**src/design/landmark_nearest_associate_average_unit_assert.svh**
```systemverilog
// Assertion macros shared by the landmark association design.
`ifndef LANDMARK_NEAREST_ASSOCIATE_AVERAGE_UNIT_ASSERT_SVH
`define LANDMARK_NEAREST_ASSOCIATE_AVERAGE_UNIT_ASSERT_SVH
`ifndef NO_ASSERTIONS
`define LNAA_ASSERT_IMP(lbl, ante, cons, msg) \
  lbl: assert property (@(posedge clk) disable iff (!rst_n) (ante) |-> (cons)) \
    else $error(msg);
`define LNAA_ASSERT_NXT(lbl, ante, cons, msg) \
  lbl: assert property (@(posedge clk) disable iff (!rst_n) (ante) |=> (cons)) \
    else $error(msg);
`else
`define LNAA_ASSERT_IMP(lbl, ante, cons, msg)
`define LNAA_ASSERT_NXT(lbl, ante, cons, msg)
`endif
`endif

```
**src/design/lnaa_pkg.sv**
```systemverilog
// Types and constants of the landmark association unit.
`default_nettype none
package lnaa_pkg;

  localparam int CFG_IDX_W = 2;
  localparam logic [CFG_IDX_W-1:0] CFG_MERGE_RADIUS = 2'd0;
  localparam logic [CFG_IDX_W-1:0] CFG_MIN_OBS      = 2'd1;

  localparam logic [30:0] MERGE_RADIUS_RST = 31'd19661;
  localparam logic [15:0] MIN_OBS_RST      = 16'd3;

  localparam int QUEUE_DEPTH = 2;

  typedef struct packed {
    logic               label;
    logic signed [31:0] point_x;
    logic signed [31:0] point_y;
    logic signed [31:0] point_z;
    logic [15:0]        score;
    logic [15:0]        box_points;
    logic [15:0]        fit_points;
    logic [47:0]        obs_time;
  } in_item_t;

  typedef struct packed {
    logic [31:0]        landmark_id;
    logic               created;
    logic               dropped_full;
    logic [15:0]        obs_count;
    logic               confirmed;
    logic signed [31:0] mean_x;
    logic signed [31:0] mean_y;
    logic signed [31:0] mean_z;
    logic [15:0]        avg_score;
    logic [31:0]        revision;
  } out_item_t;

  typedef struct packed {
    logic [30:0] merge_radius;
    logic [15:0] confirm_count;
  } cfg_t;

  typedef struct packed {
    logic               label;
    logic signed [31:0] x;
    logic signed [31:0] y;
    logic signed [31:0] z;
    logic [15:0]        score;
    logic [15:0]        count;
    logic [15:0]        matched;
    logic [15:0]        inliers;
    logic [47:0]        first_time;
    logic [47:0]        last_time;
    logic [31:0]        id;
  } entry_t;

  localparam int ENTRY_W = $bits(entry_t);

endpackage
`default_nettype wire

```
**src/design/lnaa_front.sv**
```systemverilog
// Input side: short item queue between the port and the back end.
`default_nettype none
module lnaa_front
  import lnaa_pkg::*;
(
  input  wire logic     clk,
  input  wire logic     rst_n,
  input  wire logic     in_push,
  output logic          in_full,
  input  wire in_item_t in_item,
  input  wire logic     q_pop,
  output logic          q_empty,
  output in_item_t      q_item
);
  localparam int PW = $clog2(QUEUE_DEPTH);
  localparam int CW = $clog2(QUEUE_DEPTH + 1);

  in_item_t        buf_r [QUEUE_DEPTH];
  logic [PW-1:0]   wp_r, rp_r;
  logic [CW-1:0]   cnt_r;
  logic            do_push, do_pop;

  assign in_full = (cnt_r == CW'(QUEUE_DEPTH));
  assign q_empty = (cnt_r == '0);
  assign do_push = in_push && !in_full;
  assign do_pop  = q_pop && !q_empty;
  assign q_item  = buf_r[rp_r];

  always_ff @(posedge clk) begin
    if (!rst_n) begin
      wp_r  <= '0;
      rp_r  <= '0;
      cnt_r <= '0;
    end else begin
      if (do_push) begin
        wp_r <= (wp_r == PW'(QUEUE_DEPTH - 1)) ? '0 : wp_r + 1'b1;
      end
      if (do_pop) begin
        rp_r <= (rp_r == PW'(QUEUE_DEPTH - 1)) ? '0 : rp_r + 1'b1;
      end
      if (do_push && !do_pop) begin
        cnt_r <= cnt_r + 1'b1;
      end else if (do_pop && !do_push) begin
        cnt_r <= cnt_r - 1'b1;
      end
    end
  end

  always_ff @(posedge clk) begin
    if (do_push) begin
      buf_r[wp_r] <= in_item;
    end
  end
endmodule
`default_nettype wire

```
**config.mk**
```make
export PLATFORM = sky130hd
export DESIGN_NAME = lnaa_front
export DESIGN_NICKNAME = d
export VERILOG_FILES = /design/src/design/landmark_nearest_associate_average_unit_assert.svh /design/src/design/lnaa_pkg.sv /design/src/design/lnaa_front.sv
export SDC_FILE = /design/constraint.sdc
export NUM_CORES = 1
export LEC_CHECK = 0
export ABC_AREA = 1
export BUFFER_PORTS_ARGS = -buffer_cell sky130_fd_sc_hd__buf_2
export CAP_MARGIN = 10
export CORE_MARGIN = 4
export CORE_UTILIZATION = 47
export DETAILED_ROUTE_END_ITERATION = 7
export PLACE_DENSITY = 0.78
export SLEW_MARGIN = 40
export SYNTH_ARGS = -nofsm -noshare
export SYNTH_HDL_FRONTEND = slang
export SYNTH_SLANG_ARGS = --single-unit
```
**constraint.sdc**
```tcl
create_clock -name clk -period 8.52 [get_ports clk]
set_input_delay 0.426 -clock clk [delete_from_list [all_inputs] [get_ports clk]]
set_output_delay 0.426 -clock clk [all_outputs]
set_load 0.05 [all_outputs]
```
Word level (Yosys, flattened, before mapping):

Memory sizes are Yosys's and may differ from the RTL's. A register that Yosys moved wholly into a read port is not among the register bits.
Index checks and enable logic that the tools add are counted.

* flip-flop bits (word level): 4
* latch bits: 0
* RAM bits: 386
* ROM bits: 0
* output and inout port bits: 195
* word-level logic and storage cells: 27
* memories: 1

Memory list
* buf_r: words 2, bits a word 193, rd ports 1, clocked after Yosys merged registers in 1, wr ports 1, line lnaa_front.sv:18 `in_item_t buf_r [QUEUE_DEPTH];`

* add/sub/neg operators: 4
* multiply operators: 0
* div/mod/pow operators: 0
* $lt $le $gt $ge: 0
* equality and inequality tests: 1
* shifts and indexed selects: 0
* muxes and demuxes: 8
* bitwise operators: 0
* reduce and logical (&&, ||, !) cells: 10

Operators with widths (count)
* 1-bit two-way mux: 6
* 1-bit logical AND: 4
* 1-bit zero test: 4
* 2-bit two-way mux: 2
* 1-bit adder (second input constant): 2
* 2-bit by 1-bit adder with 2-bit output (second input constant): 1
* 2-bit == test (second input constant): 1
* 2-bit zero test: 1
* 2-bit nonzero test: 1
* 2-bit by 1-bit subtractor with 2-bit output (second input constant): 1

Longest topological paths before layout:

Gate-level depths: netlist of run 1.

* depth in word-level cells: 7
* depth in mapped cells: 10
* mapped depth without buffers: 10

Least setup slack after synthesis of run 1:

No wires, ideal clock.

* path type: in2reg
* start: input in_push
* end: memory buf_r[0][0] in the netlist's numbering (enable)
* setup time: 0.750 ns
* data arrival time: 8.582 ns
* setup slack: -0.813 ns
* stages on the path: 2
* path through: o21ai_0 > nor2_1

* cells in the longest elaborated chain, start to end: 3

Ends and longest elaborated chain
* from (decl): line lnaa_front.sv:8 `input wire logic in_push,`
* 1-bit logical AND: line lnaa_front.sv:25 `assign do_push = in_push && !in_full;`
* 1-bit two-way mux: line lnaa_front.sv:50 `if (do_push) begin`
* 1-bit two-way mux (not written as such): line lnaa_front.sv:51 `buf_r[wp_r] <= in_item;`
* to (decl): line lnaa_front.sv:18

Every way passes these cells.

==> impl_metrics.csv, run 1 <==
group,metric,value,unit
place,hpwl,19400,um
timing,worst_slack,5.63,ns
routing,drc,0,
cts,cts_buffer_depth,3,
cts,path_clk_slew,0.06,ns
critical_path,crit_arrival,2.46,ns
yosys,synth_area,0.0142,mm2
place,place_area,0.0166,mm2
critical_path,crit_path_end_kind,"output pin",
critical_path,cp-start-kind,"flip-flop",
routing,totalWireLength,28700,um
critical_path,path_max_fanout,53,
die,core_region_area,0.0297,mm2
place,numPortBuffers,391,
cts,post_cts_buffers,0,
run_status,outcome,"finished clean",
yosys,synth.distinct_cells,14,
power,power_density,336,mW/mm2
cts,cts_buffers,39,
cells_and_area,area_growth,24.5,%
yosys,yosysWarnings,0,
cts,clock_sink_count,391,
power,p_leak,6.58,nW
critical_path,critPathRequiredTime,8.09,ns
routing,viasPerCell,5.03,
routing,drt.antenna.violating_nets,0,
cts,cts_htree_levels,2,
routing,vias,7422,
global_routing,grt_usage,0.168,
timing,fmax,346,MHz
cells_and_area,final_cell_area,0.0177,mm2
cts,clk_latency,0.50,ns
timing,relSlewSlack,0.462,
power,peakVddDrop,264,uV
cells_and_area,fillers,2218,
timing,finalSetupViolCount,0,
die,die_h,182,um
timing,holdWs,0.106,ns
cells_and_area,drive_above_1_share,0.594,
timing,worst_pin_slew,0.798,ns
timing,fin_crit,2.89,ns
global_routing,grt_pass1_vias,7963,
die,rows,63,
global_routing,grt.met1_usage,0.193,
timing,finalMaxSlewViolations,0,
yosys,synth_seq_area_share,0.822,
global_routing,top_usage_layer,"met2",
global_routing,grtUsageMet2,0.299,
cts,cts_resized,0,
routing,dr.pass1.iters,4,
routing,drt_iter0_drc,385,
timing,fin_setup_tns,0,ns
timing,rsz0062_at_grt,"no",
critical_path,criticalPathCategory,"flip-flop to output pin",
flow_run,cap_violations,0,
cts,cts-root-buf,"clkbuf_16",
cells_and_area,fin_nets,1256,
die,die_x,182,um
global_routing,grt_pass1_wl,43900,um
die,dieArea,0.0331,mm2
routing,wl_per_cell,19.4,um
cts,cts_tree,"yes",
place,gp_congestion,0.809,
cells_and_area,seqCellArea,0.0117,mm2
global_routing,antenna_found_initial,3,
die,ios,392,
cells_and_area,multi_input_area,0.00230,mm2
yosys,ys_ff_latch,391,
yosys,netlist_instances,638,
global_routing,grt_max_degree,75,
timing,hold_viol,0,
timing,post-route-period-util,0.339,
yosys,syn_area_per_cell,22.3,um2
cts,cts_hold_buffers,0,
place,preCtsSetupSlack,5.88,ns
hold_path,hold_class,"primary input to flip-flop",
die,floorplan.initialDensity,0.479,
global_routing,grtUsageMet3,0.0513,
global_routing,gr-total-overflow,0,
yosys,syn_nets,836,
timing,skew,0.0144,ns
-- through the flow --
step                cells  power (mW)   util
floorplan             638        4.15      -
global route         1475        6.21  0.596
CTS                  1474        6.03  0.596
detailed placement   1407        4.49  0.558
global placement     1406        4.46  0.556
finish               1475        5.96  0.596
-- metal layers --
metal  up-vias  share of wire
met3        59          0.085
met2       302           0.52
met1      3671           0.36
met5         -        0.00070
met4         4          0.032
li1       3386              -
-- critical path: stages, from the launching register on --
cell and delay, ns:
dfxtp_4 0.62, buf_4 0.65, mux2_2 0.43, buf_2 0.22
-- flip-flops by register name, indices dropped and copies added, names as in the netlist, named ones only --
| name | count |
|---|---|
| wp_r | 1 |
| cnt_r | 2 |
| buf_r | 386 |
| rp_r | 1 |
-- cell usage after synthesis, drive strengths merged --
| library cell | number | area [um2] |
|---|---|---|
| nand3 | 1 | 5.00 |
| a21oi | 1 | 5.00 |
| inv | 9 | 33.8 |
| nand2 | 6 | 22.5 |
| nand4 | 1 | 6.26 |
| o21ai | 3 | 15.0 |
| buf | 21 | 216 |
| ha | 1 | 12.5 |
| dfxtp | 5 | 100 |
| nor2 | 11 | 41.3 |
| mux2 | 193 | 2170 |
| edfxtp | 386 | 11600 |
-- worst paths after layout --
check	from	to	slack (ns)	cells past startpoint
hold reg to reg	rp_r$_SDFFE_PN0P_	rp_r$_SDFFE_PN0P_	0.50	2
hold / removal	in_item[176]	buf_r[1][176]$_DFFE_PP_	0.11	1
setup / recovery	flip-flop	q_item[130]	5.63	3
setup reg to reg	cnt_r[0]$_SDFFE_PN0P_	buf_r[1][135]$_DFFE_PP_	5.98	4
-- kinds of logic (layout without fill, tap and decap cells) --
kind of cell,after synthesis,count (layout),share of synthesized area
AOI/OAI and AO/OA,4,4,0.00141
and+or+nand+nor,19,19,0.00528
adders and majority gates,1,1,0.000880
other,0,1,0
muxes,193,193,0.153
buffers and inverters,30,476,0.0176
DFF,391,391,0.822
-- layout by cell type (no fill, tap or decap), types with 2 or more instances in the layout --
cell type,netlist,final
buf_2,2,391
buf_4,2,3
buf_6,17,5
clkbuf_1,0,8
clkbuf_16,0,41
clkinv_1,0,11
clkinv_2,0,4
clkinvlp_4,0,2
dfxtp_1,5,4
edfxtp_1,386,386
inv_1,9,9
mux2_2,193,193
nand2_1,6,6
nor2_1,11,9
nor2_4,0,2
o21ai_0,3,3
-- where the power goes --
part / switching (mW) / leakage [nW] / total (mW) / internal (mW)
combinational: 1.43 / 2.39 / 1.93 / 0.498
sequential: 0.0725 / 3.64 / 2.51 / 2.43
clock: 0.649 / 0.552 / 1.52 / 0.874
-- cell type report --
class | instances | area share
Sequential cell | 391 | 0.660
Multi-Input combinational cell | 217 | 0.130
Timing Repair Buffer | 400 | 0.116
Clock buffer | 49 | 0.0596
Tap cell | 390 | 0.0276
Clock inverter | 18 | 0.00480
Inverter | 9 | 0.00191
Antenna cell | 1 | 0.000141
No activity file was read; power rests on OpenSTA's default activity.
==> inputs of run 2 (changes only) <==
- clock period: 8.52 -> 2.51 ns (I/O delays scaled with it)
==> run 2 against run 1 <==
  * Utilization up 7.3 points
  * Die area unchanged
  * Sequential cell count unchanged
  * First-iteration DRC count rose by 32%
  * Hold slack got worse by 0.051 ns
  * Final area rose by 12%
  * Clock power increased to 3.9 times the previous value
  * Count of clock-buffer cells in the layout fell by 3
  * Clock skew shrank 0.0064 ns
  * Power grew to 3.6 times the previous value
==> impl_metrics.csv, run 2 (synthesis gave the netlist of run 1 again) <==
group,metric,value,unit
cts,cts_buffers,39,
critical_path,critPathRequiredTime,2.38,ns
cts,cts_tree,"yes",
global_routing,grt_pass1_wl,50300,um
die,die_h,182,um
cells_and_area,layout_common_cells,"buf_2 (391), edfxtp_1 (386), dlygate4sd3_1 (195)",
die,die_x,182,um
cts,cts-root-buf,"clkbuf_16",
cells_and_area,multi_input_area,0.00231,mm2
timing,skew,0.00797,ns
cells_and_area,seqCellArea,0.0117,mm2
timing,fmax,464,MHz
critical_path,critPathMaxStageDelay,0.45,ns
timing,finalSetupViolCount,0,
cells_and_area,final_cell_area,0.0199,mm2
cells_and_area,fillers,1912,
routing,totalWireLength,32700,um
critical_path,criticalPathCategory,"flip-flop to output pin",
routing,drt_iter0_drc,507,
cells_and_area,drive_above_1_share,0.511,
cells_and_area,largest-register,"buf_r",
cells_and_area,instances_no_fill,1671,
die,ios,392,
place,place_area,0.0166,mm2
routing,dr.pass1.iters,5,
global_routing,grt_max_degree,117,
timing,fin_setup_tns,0,ns
die,dieArea,0.0331,mm2
timing,worst_slack,0.353,ns
power,intPower,13.8,mW
timing,finalMaxSlewViolations,0,
die,rows,63,
power,p_leak,7.49,nW
critical_path,crit_arrival,2.03,ns
timing,fin_crit,2.16,ns
die,floorplan.initialDensity,0.479,
global_routing,top_usage_layer,"met2",
power,p_comb_frac,0.326,
routing,drc,0,
cells_and_area,final_util,0.669,
cts,cts_htree_levels,2,
global_routing,antenna_found_initial,2,
routing,vias,8242,
power,seq_power_share,0.398,
critical_path,crit_path_end_kind,"output pin",
routing,drt.antenna.violating_nets,0,
power,p_sw,7.55,mW
routing,viasPerCell,4.93,
place,preCtsSetupSlack,0.873,ns
timing,rsz0062_at_grt,"no",
cells_and_area,fin_nets,1450,
global_routing,grtUsageMet3,0.0475,
cts,clk_latency,0.50,ns
timing,post-route-period-util,0.859,
critical_path,critPathSlowestCell,"dfxtp_4",
place,hpwl,19000,um
timing,holdWs,0.0546,ns
power,p_total,21.3,mW
place,gp_congestion,0.783,
timing,hold_viol,0,
global_routing,grt.met1_usage,0.223,
global_routing,grt_usage,0.193,
global_routing,gr-total-overflow,0,
cts,path_clk_slew,0.06,ns
critical_path,cp-start-kind,"flip-flop",
cells_and_area,reg_top3,"buf_r (386), cnt_r (2)",
power,p_sw_frac,0.354,
cts,cts_buffer_depth,3,
hold_path,hold_class,"primary input to flip-flop",
cells_and_area,final_common_cell,"buf_2",
die,core_region_area,0.0297,mm2
place,dp.cells,1406,
flow_run,cap_violations,0,
power,p_clk_frac,0.276,
power,peakVddDrop,1100,uV
cells_and_area,area_growth,39.8,%
global_routing,grtUsageMet2,0.352,
global_routing,grt_pass1_vias,9112,
timing,worst_pin_slew,0.717,ns
run_status,outcome,"finished clean",
timing,relSlewSlack,0.522,
cts,cts_resized,0,
power,power_density,1070,mW/mm2
place,numPortBuffers,391,
cts,clock_sink_count,391,
cells_and_area,largest_register_ffs,386,
critical_path,path_max_fanout,77,
routing,wl_per_cell,19.6,um
critical_path,path_cells,"buf_12 > mux2_2 > buf_2",
run 2: area by class of cell:
| cell class | count | share of cell area |
|---|---|---|
| tap | 390 | 0.0245 |
| clock inverter | 22 | 0.0130 |
| sequential | 391 | 0.588 |
| timing repair buffer | 594 | 0.203 |
| multi-input combinational | 217 | 0.116 |
| antenna | 2 | 0.000252 |
| clock buffer | 46 | 0.0526 |
| inverter | 9 | 0.00170 |
run 2: worst paths after layout:
path / from / end / slack (ns) / depth (start not counted)
min: q_pop / flip-flop / 0.05 / 5
max reg2reg: cnt_r[1]$_SDFFE_PN0P_ / buf_r[0][164]$_DFFE_PP_ / 0.85 / 4
min reg2reg: rp_r$_SDFFE_PN0P_ / flip-flop / 0.50 / 2
max: flip-flop / q_item[166] / 0.35 / 3
run 2: metal layers:
metal	wire, um	share of wire	vias up
met1	12100	0.37	4051
li1	-	-	3758
met3	2300	0.070	76
met4	1090	0.033	0
met5	0	0	-
met2	17200	0.53	357
run 2: timing repair:
| action | 4_1_cts | 5_1_grt |
|---|---|---|
| buffers inserted | 0 | 0 |
| endpoints found under the hold margin | 391 | 0 |
| endpoints found under the setup margin | 0 | 0 |
| hold buffers | 195 | 0 |
run 2: critical path, delay by kind of cell, from the launching register on:
kind     cells  cell delay [ns]
buf+inv      2             0.58
flops        1             0.45
mux          1             0.42
run 2: power by group through the flow:
stage	registers, mW	logic, mW	clock network, mW
global route	8.58	7.24	6.29
detailed placement	8.62	6.66	0
global placement	8.56	6.64	0
floorplan	8.61	5.27	0
CTS	8.49	6.94	5.98
finish	8.50	6.94	5.88
